## src/rtl/bcs_pkg.sv

```systemverilog
// ----------------------------------------------------------------------------
// bcs_pkg
// Shared types, constants and widths of the Bezier curve sampler.
// ----------------------------------------------------------------------------
package bcs_pkg;

  localparam int MaxPointsDefault  = 16;
  localparam int MaxSamplesDefault = 64;
  localparam int FracBitsDefault   = 16;

  localparam int CoordW  = 32;
  localparam int CountW  = 7;
  localparam int IndexW  = 6;

  localparam logic [CountW-1:0] SampleCountReset = 7'd16;

  // Configuration register indexes.
  localparam int RegSampleCount = 0;

  // Datapath command and status between controller and datapath.
  typedef struct packed {
    logic store;      // write the input point at the fill count
    logic t_start;    // begin the t division for the current sample
    logic w_init;     // load the weight vector with B(0,0)
    logic w_step;     // one Bernstein recurrence step for order m
    logic acc_clr;    // clear the coordinate accumulators
    logic acc_step;   // multiply-accumulate the term selected by the term index
    logic out_load;   // round, saturate and present the result
  } bcs_cmd_t;

  typedef struct packed {
    logic t_done;
    logic rd_valid;
  } bcs_stat_t;

endpackage

```

## src/rtl/bcs_ctrl.sv

```systemverilog
// ----------------------------------------------------------------------------
// bcs_ctrl
// Sequencer: collects points, then walks samples, recurrence orders, terms.
// ----------------------------------------------------------------------------
module bcs_ctrl #(
  parameter int MAX_POINTS  = bcs_pkg::MaxPointsDefault,
  parameter int MAX_SAMPLES = bcs_pkg::MaxSamplesDefault,
  localparam int PtrW = $clog2(MAX_POINTS + 1),
  localparam int AdrW = (MAX_POINTS > 1) ? $clog2(MAX_POINTS) : 1
) (
  input  logic                       clk,
  input  logic                       rst,
  input  logic                       in_valid,
  output logic                       in_ready,
  input  logic                       in_final,
  output logic                       out_valid,
  input  logic                       out_ready,
  output logic [bcs_pkg::IndexW-1:0] out_index,
  output logic                       out_last,
  output logic                       out_dropped,
  input  logic [bcs_pkg::CountW-1:0] sample_count,
  output bcs_pkg::bcs_cmd_t          cmd,
  input  bcs_pkg::bcs_stat_t         stat,
  output logic [PtrW-1:0]            fill,
  output logic [AdrW-1:0]            term,
  output logic [AdrW-1:0]            order,
  output logic [bcs_pkg::IndexW-1:0] t_sample,
  output logic [bcs_pkg::CountW-1:0] span
);
  localparam logic [2:0] S_LOAD = 3'd0;
  localparam logic [2:0] S_DIV  = 3'd1;
  localparam logic [2:0] S_REC  = 3'd2;
  localparam logic [2:0] S_MAC  = 3'd3;
  localparam logic [2:0] S_WAIT = 3'd4;
  localparam logic [2:0] S_OUT  = 3'd5;
  localparam logic [2:0] S_HOLD = 3'd6;

  logic [2:0] state, state_next;
  logic       dropped;
  logic [AdrW-1:0] last_term;
  logic       in_xfer;
  logic [bcs_pkg::IndexW-1:0] sample;

  assign in_xfer   = in_valid && in_ready;
  assign in_ready  = (state == S_LOAD);
  assign last_term = AdrW'(fill - 1'b1);

  // The divider loads on the same edge that advances the sample, so it is
  // handed the index of the sample that comes next.
  assign t_sample = (state == S_HOLD) ? sample + 1'b1 : sample;

  always_comb begin
    if (sample_count < 7'd2) begin
      span = 7'd1;
    end else if (sample_count > 7'(MAX_SAMPLES)) begin
      span = 7'(MAX_SAMPLES - 1);
    end else begin
      span = sample_count - 1'b1;
    end
  end

  always_comb begin
    cmd = '0;
    cmd.store    = in_xfer && (fill < PtrW'(MAX_POINTS));
    cmd.t_start  = in_xfer && in_final;
    cmd.w_init   = (state == S_DIV) && stat.t_done;
    cmd.acc_clr  = (state == S_DIV) && stat.t_done;
    cmd.w_step   = (state == S_REC);
    cmd.acc_step = (state == S_MAC);
    cmd.out_load = (state == S_WAIT) && !stat.rd_valid;
    // Restart the divider for the following sample once this one is taken.
    if (state == S_HOLD && out_ready && {1'b0, sample} != span) begin
      cmd.t_start = 1'b1;
    end
  end

  always_comb begin
    state_next = state;
    unique case (state)
      S_LOAD: if (in_xfer && in_final) state_next = S_DIV;
      S_DIV:  if (stat.t_done) state_next = (last_term == '0) ? S_MAC : S_REC;
      S_REC:  if (term == '0 && order == last_term) state_next = S_MAC;
      S_MAC:  if (term == last_term) state_next = S_WAIT;
      S_WAIT: if (!stat.rd_valid) state_next = S_OUT;
      S_OUT:  state_next = S_HOLD;
      S_HOLD: if (out_ready) state_next = ({1'b0, sample} == span) ? S_LOAD : S_DIV;
      default: state_next = S_LOAD;
    endcase
  end

  always_ff @(posedge clk) begin
    if (rst) begin
      state   <= S_LOAD;
      fill    <= '0;
      dropped <= 1'b0;
      sample  <= '0;
      term    <= '0;
      order   <= '0;
    end else begin
      state <= state_next;
      unique case (state)
        S_LOAD: begin
          if (in_xfer) begin
            if (fill < PtrW'(MAX_POINTS)) begin
              fill <= fill + 1'b1;
            end else begin
              dropped <= 1'b1;
            end
          end
          sample <= '0;
        end
        S_DIV: begin
          term  <= (last_term == '0) ? '0 : AdrW'(1);
          order <= AdrW'(1);
        end
        S_REC: begin
          if (term == '0) begin
            if (order == last_term) begin
              term <= '0;
            end else begin
              order <= order + 1'b1;
              term  <= order + 1'b1;
            end
          end else begin
            term <= term - 1'b1;
          end
        end
        S_MAC: if (term != last_term) term <= term + 1'b1;
        S_HOLD: begin
          if (out_ready) begin
            if ({1'b0, sample} == span) begin
              fill    <= '0;
              dropped <= 1'b0;
              sample  <= '0;
            end else begin
              sample <= sample + 1'b1;
            end
          end
        end
        default: ;
      endcase
    end
  end

  assign out_valid   = (state == S_HOLD);
  assign out_index   = sample;
  assign out_last    = ({1'b0, sample} == span);
  assign out_dropped = dropped;

  ap_no_input_busy: assert property (@(posedge clk) disable iff (rst)
    (state != S_LOAD) |-> !in_ready) else $error("input taken while evaluating");
  ap_fill_bound: assert property (@(posedge clk) disable iff (rst)
    fill <= PtrW'(MAX_POINTS)) else $error("fill count beyond capacity");
  ap_eval_nonempty: assert property (@(posedge clk) disable iff (rst)
    (state == S_DIV) |-> (fill != '0)) else $error("evaluating an empty curve");
  ap_index_bound: assert property (@(posedge clk) disable iff (rst)
    out_valid |-> ({1'b0, sample} <= span)) else $error("sample index past end");

endmodule

```

## config.mk

```make
export PLATFORM = sky130hd
export DESIGN_NAME = bcs_ctrl
export DESIGN_NICKNAME = d
export VERILOG_FILES = /design/src/rtl/bcs_pkg.sv /design/src/rtl/bcs_ctrl.sv
export SDC_FILE = /design/constraint.sdc
export NUM_CORES = 1
export LEC_CHECK = 0
export BUFFER_PORTS_ARGS = -buffer_cell sky130_fd_sc_hd__clkbuf_2
export CORE_MARGIN = 5
export CORE_UTILIZATION = 48
export DETAILED_ROUTE_END_ITERATION = 7
export PLACE_DENSITY = 0.79
export SYNTH_ARGS = -nofsm -noshare
export SYNTH_HDL_FRONTEND = slang
export SYNTH_SLANG_ARGS = --single-unit
export TNS_END_PERCENT = 5
```

## constraint.sdc

```tcl
create_clock -name clk -period 2.5 [get_ports clk]
set_input_delay 0.25 -clock clk [delete_from_list [all_inputs] [get_ports clk]]
set_output_delay 0.25 -clock clk [all_outputs]
set_load 0.02 [all_outputs]
```

-- Word-level counts from Yosys, hierarchy flattened
Index checks and enable logic that the tools add are counted.
- flip-flop bits (word level): 23
- latch bits: 0
- RAM bits: 0
- memory bits (read-only): 0
- bits of input ports: 14
- output and inout bits: 43
- word-level logic and storage cells: 95
- memories: 0
- $add $sub $neg: 7
- multiply operators: 0
- divide/modulo/power cells: 0
- $lt $le $gt $ge: 3
- eq/ne operators: 24
- shift operators: 0
- muxes and demuxes: 34
- bitwise operators: 0
- reduce and logical (&&, ||, !) cells: 21
- operator list (cell ; count):
    3-bit one-hot mux with 7 select lines ; 1
    4-bit two-way mux ; 5
    5-bit two-way mux ; 4
    3-bit two-way mux ; 6
    6-bit two-way mux ; 3
    2-bit by 1-bit inequality test with 1-bit output, second input constant ; 9
    7-bit two-way mux ; 2
    4-bit one-hot mux with 3 select lines ; 1
    6-bit one-hot mux with 2 select lines ; 1
    5-bit one-hot mux with 2 select lines ; 1
    5-bit AND reduction ; 2
    3-bit == test, second input constant ; 3
    4-bit by 1-bit adder with 4-bit output, second input constant ; 2
    4-bit == test ; 2
    1-bit logical AND ; 8
    4-bit zero test ; 2
    1-bit two-way mux ; 8
    2-bit inequality test, second input constant ; 4
    4-bit one-hot mux with 2 select lines ; 1
    4-bit by 1-bit subtractor with 4-bit output, second input constant ; 2
    6-bit by 7-bit == test with 1-bit output ; 1
    7-bit greater-than comparator, second input constant ; 1
    7-bit by 2-bit < comparator with 1-bit output, second input constant ; 1
    6-bit by 7-bit inequality test with 1-bit output ; 1
    other kinds (15) ; 18

-- Depth between registers and ports, before layout
- depth after elaboration: 7
- mapped depth: 10
- gate-level depth less buffers: 9

-- Least setup slack after synthesis
OpenSTA, ideal clock, no wires.
- path kind: input port to output port
- start point: input port sample_count[1] in the netlist's numbering
- end point: output port cmd[5] in the netlist's numbering
- arrival: 2.586 ns
- data required time: 2.250 ns
- slack: -0.336 ns
- cell stages on the path: 10
- buffers on the path: 1
- path through: buf_6 > inv_1 > ha_1 > or3b_2 > or3_1 > a31oi_1 > a2111oi_2 > nand4_4 > nand2_1 > o21ai_0
- RTL lines (what ; line ; text):
    start: declaration ; bcs_ctrl.sv:21 ; input logic [bcs_pkg::CountW-1:0] sample_count,
    end: declaration ; bcs_ctrl.sv:22 ; output bcs_pkg::bcs_cmd_t cmd,

==> metrics.md <==
| Metric | Value |
|---|---|
| Seq cells post-synth | 23 |
| Placed insts | just under 400 |
| Routed vias/inst | just under 6 |
| IO Pins | 57 |
| Routed Wire Length | 5962 um |
| First drt pass iteration count | 4 |
| Ys flop type | dfxtp_1 |
| M2 GR Usage | between 30% and 40% |
| CTS tree | yes |
| Fin Setup TNS | 0 ps |
| Skew final | 10.02 ps |
| First-pass GRT wire length | 9791 um |
| Slowest stage delay, CP | roughly 600 ps |
| FF-to-FF path depth | 9 |
| Met3 GRT Util | 3.166% |
| Sequential area share after synthesis | between 20% and 30% |
| Longest Clk Path Bufs | 2 |
| Crit share post-route | 98.03% |
| Maxcap violations | 0 |
| Synth area leaders | dfxtp_1 (22%), nand2_1 (5.3%), ha_1 (4.9%) |
| Mapped Area | 0.002059 mm^2 |
| Later-pin clock latency in the skew report | 270 ps |
| CTS root buffer | clkbuf_8 |
| Status | completed |
| ANT cells | 0 |
| Vias | 2323 |
| Worst R2R Start | fill[1]$_SDFFE_PP0P_ |
| GP Congestion | 0.8577 |
| CP startpoint kind | input pin |
| Die X | 75.50 um |
| Crit-path cells | clkbuf_2 -> inv_1 -> ha_2 -> buf_4 -> or4_1 -> a31oi_4 -> a2111oi_4 -> nand4_4 -> nand2_2 -> o21ai_4 -> clkbuf_8 |
| R2R setup slack | 170 ps |
| Share of layout cells above drive strength 1 | between 30% and 40% |
| Largest net degree at the start of global routing | 23 |
| Synth area leader | dfxtp_1 |
| Antenna violations before repair | 0 |
| Total power | 1.233 mW |
| Met1 usage | 28.64% |
| Ys Warns | 0 |
| Post-DP Area | 0.002551 mm^2 |
| Crit path max-delay cell type | or4_1 |
| Power Dens Cells | approximately 460 mW/mm^2 |
| VDD IR max | 0.3808 mV |
| Final Max Tran Viols | 0 |
| Worst-path clk slew | around 80 ps |
| Max Clk Rate | about 410 MHz |
| Finish-stage setup viols | 0 |
| Async set-reset flop share out of synthesis | 0% |
| Syn Area/Cell | 7.462 um^2 |
| HP Class | in2reg |
| Final hold violation count | 0 |
| Vias in the first global route | 2175 |
| Tmin final | 2451 ps |
| Post-synth EDFFs | 0 |
| Final core utilization | between 60% and 70% |
| Clk sink count | 23 |
| Critical path class | in2out |
| Worst path required time | 2250 ps |
| Die area | 0.005700 mm^2 |
| Die height | 75.50 um |
| Max FO, Critical Path | 5 |
| Critical R2R Capture | order[0]$_SDFFE_PP0P_ |
| DP HPWL | 4511 um |
| TritonCTS Buffers | 3 |
| Final non-filler cell total | ~400 |
| Starting density of the core | around half |
| Critical path's top delay family | simple AND/OR/NAND/NOR gates |
| WL/cell | about 15 um |
| Antenna-violating nets left | 0 |
| Synth top area share | 22.36% |
| Layout overhead on the synthesized area | 30.38% |
| Synth Instances | 276 |
| Hold EP | out_dropped$_SDFFE_PP0P_ |
| Buf+Inv Stages, Crit Path | 4 |
| Core ar. | 0.004086 mm^2 |
| Slew HR | 64.93% |
| Critical Path AT | 2200 ps |
| Total gr overflow | 0 |
| Core Rows | 23 |
| HP Start | in_valid |
| Layout Nets | 371 |
| # port buffers | 56 |
| Synth cell types | 53 |
| DR iter-0 viols | 145 |
| Overall Global Routing Usage | 21.34% |
| DRC | 0 |
| CP Capture Type | output port |
| Pleak | 1.219 nW |
| Global routing's busiest layer | met2 |
| Synth Net Count | 298 |
| Htree depth | 1 |
| RSZ-0062 raised after global routing | yes |
| Post-Layout Inst Area | 0.002685 mm^2 |
| Hold Path Cell Cnt | 3 |
| Worst-Margin Slew | 525.4 ps |
## per-layer routing
layer / share of wire [%] / wire, um / vias up
li1: - / - / 1138
met2: 47 / 2821 / 81
met5: 0 / 0 / -
met1: 45 / 2697 / 1100
met3: 6.8 / 405 / 4
met4: 0.64 / 38 / 0
## metrics by stage
stage | setup WS [ps] | hold slack [ps]
finish | 49.34 | 296.5
global route | -41.91 | 304.6
CTS | 10.90 | 292.4
detailed placement | -152.9 | 464.5
global placement | -87.62 | 457.4
floorplan | 7.538 | 430.5
## flip-flops by register name, summed over array words and instances, names as in the netlist
signal / cells
out_index: 6
fill: 5
order: 4
term: 4
state: 3
out_dropped: 1
## timing repair
item	in CTS	in global routing
hold endpoints to repair	0	0
hold buffers	0	0
setup buffers	1	0
pin swaps	2	1
resized for setup	7	8
endpoints found under the setup margin	2	8
gates cloned	0	0
## layout make-up
class                      count  area [um^2]
timing repair buffer          85        506.7
fill                         362         1401
tap                           50        62.56
clock buffer                   4        45.04
multi-input combinational    219         1545
sequential                    23        461.7
inverter                      17        63.81
## how the worst max path moves through the flow
stage | startpoint | end | slack, ps | cells past startpoint
after floorplan | sample_count[1] | cmd[5] | 8 | 10
after global placement | sample_count[5] | out_dropped$_SDFFE_PP0P_ | -90 | 9
after detailed placement | sample_count[5] | out_dropped$_SDFFE_PP0P_ | -150 | 9
after CTS | sample_count[1] | cmd[5] | 10 | 11
after global routing | sample_count[1] | cmd[5] | -40 | 11
final | sample_count[1] | cmd[5] | 50 | 11
## cells by family (layout without fill, tap and decap cells)
group / count (synthesis) / after routing / synth area share [%]
AO/OA/AOI/OAI: 68 / 68 / 24.85
adder cells (fa/ha/maj): 8 / 8 / 4.860
multiplexers: 2 / 2 / 0.9721
XOR/XNOR: 20 / 20 / 9.174
buffers and inverters: 34 / 106 / 6.865
AND/OR/NAND/NOR: 121 / 121 / 30.92
flip-flops: 23 / 23 / 22.36
## worst register-to-register path: stages (launching register included)
cell,delay [ps]
dfxtp_1,430
inv_1,110
ha_1,210
xnor2_1,250
buf_4,180
xor2_1,160
nand4_1,170
and3_1,320
a211oi_1,300
a211oi_1,90
## synthesized netlist by cell type, types with 2 or more instances
| library cell | n |
|---|---|
| nand2_1 | 29 |
| dfxtp_1 | 23 |
| nor2_1 | 21 |
| nand3_1 | 17 |
| inv_1 | 16 |
| a21oi_1 | 14 |
| clkbuf_1 | 13 |
| o21ai_0 | 13 |
| xnor2_1 | 11 |
| ha_1 | 8 |
| nor3_1 | 8 |
| xor2_1 | 8 |
| nor2b_1 | 7 |
| and3_1 | 6 |
| nand2b_1 | 6 |
| nand3b_1 | 5 |
| nand4_1 | 5 |
| o211ai_1 | 5 |
| a22oi_1 | 4 |
| o31ai_1 | 4 |
| a211oi_1 | 3 |
| a221oi_1 | 3 |
| nor3b_1 | 3 |
| o21bai_1 | 3 |
| or3_1 | 3 |
| or4_1 | 3 |
| a211o_1 | 2 |
| a31oi_1 | 2 |
| buf_2 | 2 |
| mux2i_1 | 2 |
| nand4b_1 | 2 |
| o211a_1 | 2 |
| o221a_2 | 2 |
| or2_2 | 2 |
## report_power, final
part	switching [mW]	internal, mW	total, mW
combinational	0.317	0.231	0.548
sequential	0.0575	0.391	0.449
clock	0.122	0.114	0.236
## layout by cell type, fill, tap and decap left out, types with 11 or more instances in the layout
cell type / instances
clkbuf_2: 55
nor2_1: 21
o21ai_0: 11
xnor2_1: 11
nand3_1: 17
inv_1: 16
nand2_1: 28
dfxtp_1: 22
a21oi_1: 13
buf_4: 29
Power figures use the tool's default switching activity.
